### config.mk
export PLATFORM = sky130hd
export DESIGN_NAME = twpb_cell
export DESIGN_NICKNAME = d
export VERILOG_FILES = /design/src/twpb_pkg.sv /design/src/twpb_cell.sv
export SDC_FILE = /design/constraint.sdc
export NUM_CORES = 1
export LEC_CHECK = 0
export ABC_AREA = 1
export BUFFER_PORTS_ARGS = -buffer_cell sky130_fd_sc_hd__buf_2
export CORE_ASPECT_RATIO = 0.7
export CORE_MARGIN = 2
export CORE_UTILIZATION = 30
export CTS_CLUSTER_DIAMETER = 30
export DETAILED_ROUTE_END_ITERATION = 10
export PLACE_DENSITY = 0.64
export RECOVER_POWER = 25
export SLEW_MARGIN = 20
export SYNTH_ARGS = -nofsm -noshare
export SYNTH_HDL_FRONTEND = slang
export SYNTH_SLANG_ARGS = --single-unit
export TNS_END_PERCENT = 50
### constraint.sdc
create_clock -name clk -period 6.7 [get_ports clk]
set_clock_uncertainty 0.1 [all_clocks]
set_input_delay 0 -clock clk [delete_from_list [all_inputs] [get_ports clk]]
set_output_delay 0 -clock clk [all_outputs]
set_load 0.02 [all_outputs]
### src/twpb_pkg.sv
package twpb_pkg;

    localparam int STAMP_W  = 48;
    localparam int HANDLE_W = 32;
    localparam int SECS_W   = 12;
    localparam int DSECS_W  = 13;
    localparam int LIM_W    = 22;
    localparam int CMD_W    = 2;
    localparam int KIND_W   = 2;

    localparam logic [LIM_W-1:0] MS_PER_SEC = LIM_W'(1000);
    localparam logic [SECS_W-1:0] WINDOW_RESET = SECS_W'(30);

    localparam logic [CMD_W-1:0] CMD_PUSH  = 2'd0;
    localparam logic [CMD_W-1:0] CMD_DRAIN = 2'd1;
    localparam logic [CMD_W-1:0] CMD_CLEAR = 2'd2;

    localparam logic [KIND_W-1:0] KIND_PUSH_DONE  = 2'd0;
    localparam logic [KIND_W-1:0] KIND_PACKET     = 2'd1;
    localparam logic [KIND_W-1:0] KIND_DRAIN_NONE = 2'd2;
    localparam logic [KIND_W-1:0] KIND_CLEAR_DONE = 2'd3;

    typedef enum logic [2:0] {
        ST_IDLE  = 3'b001,
        ST_TRIM  = 3'b010,
        ST_DRAIN = 3'b100
    } state_t;

    typedef struct packed {
        logic load;
        logic shift;
        logic rotate;
        logic tail;
    } cell_ctl_t;

endpackage

### src/twpb_cell.sv
module twpb_cell (
    input  logic                          clk,
    input  twpb_pkg::cell_ctl_t           ctl,
    input  logic [twpb_pkg::STAMP_W-1:0]  new_stamp,
    input  logic [twpb_pkg::HANDLE_W-1:0] new_handle,
    input  logic [twpb_pkg::STAMP_W-1:0]  nb_stamp,
    input  logic [twpb_pkg::HANDLE_W-1:0] nb_handle,
    input  logic [twpb_pkg::STAMP_W-1:0]  head_stamp,
    input  logic [twpb_pkg::HANDLE_W-1:0] head_handle,
    output logic [twpb_pkg::STAMP_W-1:0]  stamp,
    output logic [twpb_pkg::HANDLE_W-1:0] handle
);
    import twpb_pkg::*;

    logic [STAMP_W-1:0]  stamp_reg;
    logic [HANDLE_W-1:0] handle_reg;
    logic [STAMP_W-1:0]  stamp_next;
    logic [HANDLE_W-1:0] handle_next;

    always_comb
    begin
        stamp_next  = stamp_reg;
        handle_next = handle_reg;
        if (ctl.load)
        begin
            stamp_next  = new_stamp;
            handle_next = new_handle;
        end
        else if (ctl.shift || (ctl.rotate && !ctl.tail))
        begin
            stamp_next  = nb_stamp;
            handle_next = nb_handle;
        end
        else if (ctl.rotate)
        begin
            stamp_next  = head_stamp;
            handle_next = head_handle;
        end
    end

    always_ff @(posedge clk)
    begin
        stamp_reg  <= stamp_next;
        handle_reg <= handle_next;
    end

    assign stamp  = stamp_reg;
    assign handle = handle_reg;

endmodule

# After elaboration in Yosys (flattened, before gate mapping)
# Cells that the tools add are included.
# Widths: inputs -> output; s select.
dict set report word_totals {
  ff_bits 80
  elab_cells 12
  output_inout_bits 80
  in_bits 245
}
dict set report op_classes {
  n_mux 6
  reduce_logical 4
}
# cell n
set ops {}
lappend ops {{$mux 48} 3}
lappend ops {{$mux 32} 3}
lappend ops {{$reduce_bool 3->1} 1}
lappend ops {{$logic_and 1x1->1} 1}
lappend ops {{$logic_not 1->1} 1}
lappend ops {{$logic_or 1x1->1} 1}

# Depth between registers and ports, before layout
# Gate-level depths: netlist of run 1.
dict set report logic_depth {
  depth_word 5
  depth_mapped 7
  depth_no_buf 6
}

# Least setup slack after synthesis of run 1
# OpenSTA, ideal clock, no wires.
dict set report synth_path {
  path_type {input to register}
  start {input port ctl[2] (netlist name)}
  end {register handle_reg[0] (netlist: handle[0]), enable pin}
  arrival_time_ns 1.717
  n_path_buf 1
  t_required_ns 5.800
  setup_time_ns 0.800
  stages 3
  setup_slack_ns 4.083
  path_cell_list {bufinv_8 buf_2 nand2_1}
}
dict set report synth_between {
  elab_chain_len 2
}
# element line
set synth_lines {}
lappend synth_lines {{start, declared} twpb_cell.sv:3} ;# input twpb_pkg::cell_ctl_t ctl,
lappend synth_lines {{$logic_or 1x1->1} twpb_cell.sv:29} ;# else if (ctl.shift || (ctl.rotate && !ctl.tail))
lappend synth_lines {{$reduce_bool 3->1 (no source line)} n/a}
lappend synth_lines {{end signal, assigned} twpb_cell.sv:44} ;# handle_reg <= handle_next;
lappend synth_lines {{end, declared} twpb_cell.sv:16} ;# logic [HANDLE_W-1:0] handle_reg;
# No other way between the ends.
# A chain may end at the register's enable or synchronous reset.

# Worst setup path after layout of run 1
dict set report layout_path {
  start {input port ctl[1] (netlist name)}
  end {register stamp_reg[3] (netlist: stamp[3]) (data pin)}
}
dict set report layout_between {
  elab_chain_len 4
}
# element line
set layout_lines {}
lappend layout_lines {{$logic_and 1x1->1} twpb_cell.sv:29}
lappend layout_lines {{$logic_or 1x1->1} twpb_cell.sv:29}
lappend layout_lines {{$mux 48} twpb_cell.sv:29}
lappend layout_lines {{$mux 48} twpb_cell.sv:24} ;# if (ctl.load)
lappend layout_lines {{net stamp_next[3]} twpb_cell.sv:17} ;# logic [STAMP_W-1:0] stamp_next;
lappend layout_lines {{end signal, assigned} twpb_cell.sv:43} ;# stamp_reg <= stamp_next;
lappend layout_lines {{end, declared} twpb_cell.sv:15} ;# logic [STAMP_W-1:0] stamp_reg;
# The timed path passes the listed nets, and every way through them passes these cells.

==> reports/metrics.cfg, run 1 <==
[placement]
placed_area_um2 = 7980
hpwl_um = 12700
numPortBuffers = 324
gp_congestion = 0.814

[grt]
grt_max_degree = 83
grt_pass1_wl_um = 30600
antenna_found_initial = 2
overflow = 0
grt_pass1_vias = 6360
track_usage = 0.174

[logic_synthesis]
synth.area.mux_share = 0
synth-simple-area-share = 0.464
synth_xor_area_frac = 0
synthesis.nets = 933
syn-cell-area_um2 = 6330
synth-compound-area-share = 0
synthAdderAreaFrac = 0
avgSynthCellArea_um2 = 9.21
synth.distinct_cells = 15
seq_area_frac_synth = 0.379
synth_top_cell_area_share = 0.379
ys_top_cells_by_area = edfxtp_1, nand2_4, nand3_2
netlist_instances = 688
synth_top_family_by_area = simple AND/OR/NAND/NOR gates
synth_top_area_cell = edfxtp_1
yosys_warnings = 0
ys_seq_elements = 80

[worst_setup_path]
critPathMaxFanout = 59
cp.arrival_ps = 2940
end_kind = register
crit_required_ps = 6680
crit_type = input port to register
startpoint_type = input port

[floorplan]
die_area_um2 = 22300
ios = 325
core-area_um2 = 20700
die_width_um = 178
die_y_um = 126
initial_core_util = 0.306
row_count = 44

[route]
via_count = 6220
first_iter_violations = 314
wl_per_cell_um = 14.0
via_per_inst = 4.36
ant_nets = 0
wl_um = 20000
drt-pass1-iter-count = 4
route.detailed.drc = 0

[sta]
max_freq_ghz = 0.338
slew_headroom = 0.342
setup_viol = 0
hold_viol = 0
fin_crit_sh = 0.442
fin_crit_ps = 2960
slew_violations = 0
tightest_slew_ps = 984
rsz0062_at_grt = no
whs_ps = 265
finalSetupTns_ps = 0

[power]
p_total_mw = 1.71
swShare = 0.307
power-per-cell-area_nw_per_um2 = 174
p_comb_frac = 0.320
intPower_mw = 1.18
power.share.clock = 0.307
power.switching_uw = 524
p_seq_frac = 0.373
p_leak_nw = 5.22
ir_worst_vdd_mv = 0.100

[clocking]
htreeDepth = 3
cts_tree = done
clock-sinks = 80
clockRootBuffer = clkbuf_16
clock_path_buffers = 2
numCtsBuffers = 9
clk_pin_slew_worst_paths_ps = 60
postCtsSetupBuffers = 0

[final_layout]
regArea_um2 = 2400
post-route-util = 0.475
multi_input_area_um2 = 2950
layout-drive-gt1-share = 0.458
nFillCells = 2001
stdcell_area_um2 = 9830
fin_nets = 1393
largest_register_ff_count = 48
syn_to_final_growth_pct = 55.1

[hold_path]
hold_path_class = input port to register
whs_path_depth = 3
hold_path_end = stamp[29]
hold_start = ctl[2]

[run_status]
status = finished clean

[job]
drv_cap = 0

-- per-layer routing --
| layer | track usage | vias to the layer above | routed length (µm) |
|---|---|---|---|
| met5 | 0 | - | 0 |
| met4 | 0.0477 | 0 | 263 |
| met3 | 0.0529 | 16 | 1790 |
| met2 | 0.321 | 267 | 9870 |
| met1 | 0.192 | 2909 | 8040 |
| li1 | - | 3028 | - |
-- cell usage after synthesis --
cell	count
inv_1	161
nand2_1	81
nand2_4	81
edfxtp_1	80
nand2_2	80
nand3_1	80
nand3_2	80
buf_2	17
buf_12	8
buf_6	8
clkbuf_1	8
bufinv_8	1
inv_2	1
nand2_8	1
nor2_1	1
-- placed cells by master (no fill, tap or decap), types with 4 or more instances in the layout --
master         synthesis  final
nand3_2               80     80
edfxtp_1              80     80
nand2_2               80     80
clkbuf_1               8     60
buf_2                 17    264
nand2_4               81     82
clkbuf_16              0      9
nand3_1               80     80
buf_4                  0      4
dlygate4sd3_1          0    161
inv_1                161    161
nand2_1               81     80
-- final cells by class --
type,instances,share of cell area
multi-input cells,404,0.300
clock inverters,4,0.00738
flip-flops and latches,80,0.244
inverters,163,0.0639
diodes,2,0.000509
repair buffers,490,0.326
well taps,276,0.0351
clock buffers,9,0.0229
-- per-stage QoR --
stage	worst slack [ps]	instances
after floorplan	4080	688
after global placement	4190	1252
after detailed placement	4170	1252
after CTS	3770	1426
after global routing	3670	1426
final	3740	1428
-- power by group through the flow --
stage                     Sequential (mW)  Combinational [mW]  Clock (mW)
after floorplan                     0.727               0.225           0
after detailed placement            0.646               0.459           0
after global routing                0.642               0.590       0.563
after CTS                           0.636               0.558       0.546
final                               0.636               0.546       0.524
after global placement              0.645               0.455           0
-- kinds of logic (layout without fill, tap and decap cells) --
family,Yosys count,count (layout)
buffers and inverters,204,666
flip-flops,80,80
other,0,2
AND/OR/NAND/NOR,404,404
-- worst max-delay path by stage --
stage           start          to  slack, ps  depth (start not counted)
5_1_grt        ctl[1]  handle[27]       3670                          9
2_1_floorplan  ctl[2]   handle[0]       4080                          3
3_5_place_dp   ctl[2]    stamp[0]       4170                          7
4_1_cts        ctl[1]    stamp[5]       3770                          9
3_3_place_gp   ctl[2]    stamp[0]       4190                          7
6_report       ctl[1]    stamp[3]       3740                          9
-- worst max-delay path, stage by stage --
cell           delay, ps
dlygate4sd3_1        530
buf_2                130
nand2_4               70
nand2_8              710
buf_4                670
nand2_4               70
nand3_2               80
nand2_2               60
dlygate4sd3_1        570
-- repair_timing --
item,in CTS,in global routing
endpoints found under the hold margin,81,0
hold buffers,161,0
resized for setup,0,0
Note: power is estimated with default switching activity, not from simulation.
==> run 2, diff against run 1 <==
PLACE_DENSITY = 0.66   (was 0.64)
clock period = 2.7 ns   (was 6.7 ns; I/O delays follow)
==> reports/metrics.cfg, run 2 (same netlist as run 1, synthesis figures left out) <==
[clocking]
cts_tree = done
postCtsSetupBuffers = 0  ; unchanged
clk_pin_slew_worst_paths_ps = 60  ; about the same
hold_buffers = 160  ; -0.62%
htreeDepth = 3  ; unchanged
cts-resized-gates = 0  ; unchanged
clock_path_buffers = 2  ; unchanged
clock-sinks = 80  ; unchanged
numCtsBuffers = 9  ; unchanged
clockRootBuffer = clkbuf_16

[worst_setup_path]
critPathMaxFanout = 23  ; -61%
crit_required_ps = 2690  ; -3990 ps
end_kind = register
crit_type = input port to register
startpoint_type = input port
cp.arrival_ps = 2480  ; -460 ps

[grt]
grt_pass1_wl_um = 31100  ; +1.7%
grt_pass1_vias = 6512  ; +2.4%
grt_max_degree = 81  ; -2.4%
grt_util_met3 = 0.0523  ; -0.000608
use_met1 = 0.197  ; +0.00483
grt.busiest_layer = met2
met2_usage = 0.323  ; +0.00251
track_usage = 0.177  ; +0.00320
overflow = 0  ; unchanged
antenna_found_initial = 1  ; -1

[final_layout]
syn_to_final_growth_pct = 56.0
layout-drive-gt1-share = 0.464  ; +0.00621
largest_register_ff_count = 48  ; unchanged
fin_nets = 1397  ; +0.29%
final_cell_mix = buf_2, inv_1, dlygate4sd3_1
layout.cells.most_common = buf_2

[route]
first_iter_violations = 317  ; +0.96%
via_count = 6175  ; -0.72%
wl_per_cell_um = 14.1  ; +1.1%
drt-pass1-iter-count = 5  ; +1
ant_nets = 0  ; unchanged
via_per_inst = 4.32  ; -0.93%
route.detailed.drc = 0  ; unchanged
wl_um = 20200  ; +1.3%

[placement]
gp_congestion = 0.797  ; -2.1%
place_ws_ps = 832  ; -3330 ps
numPortBuffers = 324  ; unchanged
hpwl_um = 12900  ; +1.9%

[sta]
rsz0062_at_grt = no
hold_viol = 0  ; unchanged
slew_violations = 0  ; unchanged
fin_crit_sh = 0.921
finalSetupTns_ps = 0  ; unchanged
fin_crit_ps = 2490
max_freq_ghz = 0.402
setup_viol = 0  ; unchanged
worst_slack_ps = 212  ; -3530 ps
slew_headroom = 0.306  ; -0.0365
tightest_slew_ps = 1040  ; +57.2 ps

[floorplan]
initial_core_util = 0.306  ; unchanged
die_area_um2 = 22300  ; unchanged
die_y_um = 126  ; unchanged
die_width_um = 178  ; unchanged
row_count = 44  ; unchanged
ios = 325  ; unchanged
core-area_um2 = 20700  ; unchanged

[hold_path]
hold_path_class = input port to register
whs_path_depth = 5  ; +2

[run_status]
status = finished clean

[job]
drv_cap = 0  ; unchanged

[power]
ir_worst_vdd_mv = 0.238  ; +140%
power-per-cell-area_nw_per_um2 = 430  ; +150%
p_leak_nw = 5.25  ; +0.75%

-- run 2: changes by cell type in the layout (fill, tap and decap cells not counted) --
cell,change
clkbuf_1,-5
buf_6,-1
diode_2,-1
buf_4,+3
buf_12,+3
dlygate4sd3_1,-1
nand2_1,+1
nand2_4,-1
buf_2,+5
-- run 2: path summary, 6_finish.rpt --
kind,to,slack (ps),startpoint
max,handle[8],210,ctl[1]
min,stamp[8],10,nb_stamp[8]
-- run 2: where the power goes --
| part | total (mW) | switching [mW] | internal, mW | leakage, nW |
|---|---|---|---|---|
| clock network | 1.30 | 0.510 | 0.794 | 0.143 |
| registers | 1.58 | 0.0412 | 1.54 | 0.841 |
| logic | 1.37 | 0.762 | 0.609 | 4.27 |
-- run 2: layout make-up --
class,count,area [µm²]
antenna,1,2.50
clock buffer,9,225
clock inverter,4,72.6
fill,1941,10800
inverter,163,628
multi-input combinational,404,2940
sequential,80,2400
tap,276,345
timing repair buffer,494,3270
-- run 2: stage by stage --
stage | total power [mW] | instance area (µm²) | instances | hold WS (ps) | utilization
final | 4.25 | 9880 | 1431 | 13.9 | 0.478
after CTS | 4.32 | 9960 | 1430 | 4.76 | 0.481
after global placement | 2.74 | 8060 | 1257 | 182 | 0.389
after detailed placement | 2.75 | 8060 | 1257 | 184 | 0.389
after global routing | 4.47 | 9880 | 1430 | 28.0 | 0.477
after floorplan | 2.36 | 6330 | 688 | 94.1 | -
-- run 2: layer usage --
metal,vias up,part of all wire
met1,2825,0.40
met2,287,0.50
met5,-,0
met4,0,0.018
met3,26,0.086
li1,3037,-
-- run 2: worst max-delay path, cell delays in order --
cell and delay [ps]:
dlygate4sd3_1 520, clkbuf_1 160, nand2_4 200, nand2_8 370, buf_4 440, nand2_4 60, nand3_2 70, nand2_2 40
dlygate4sd3_1 560
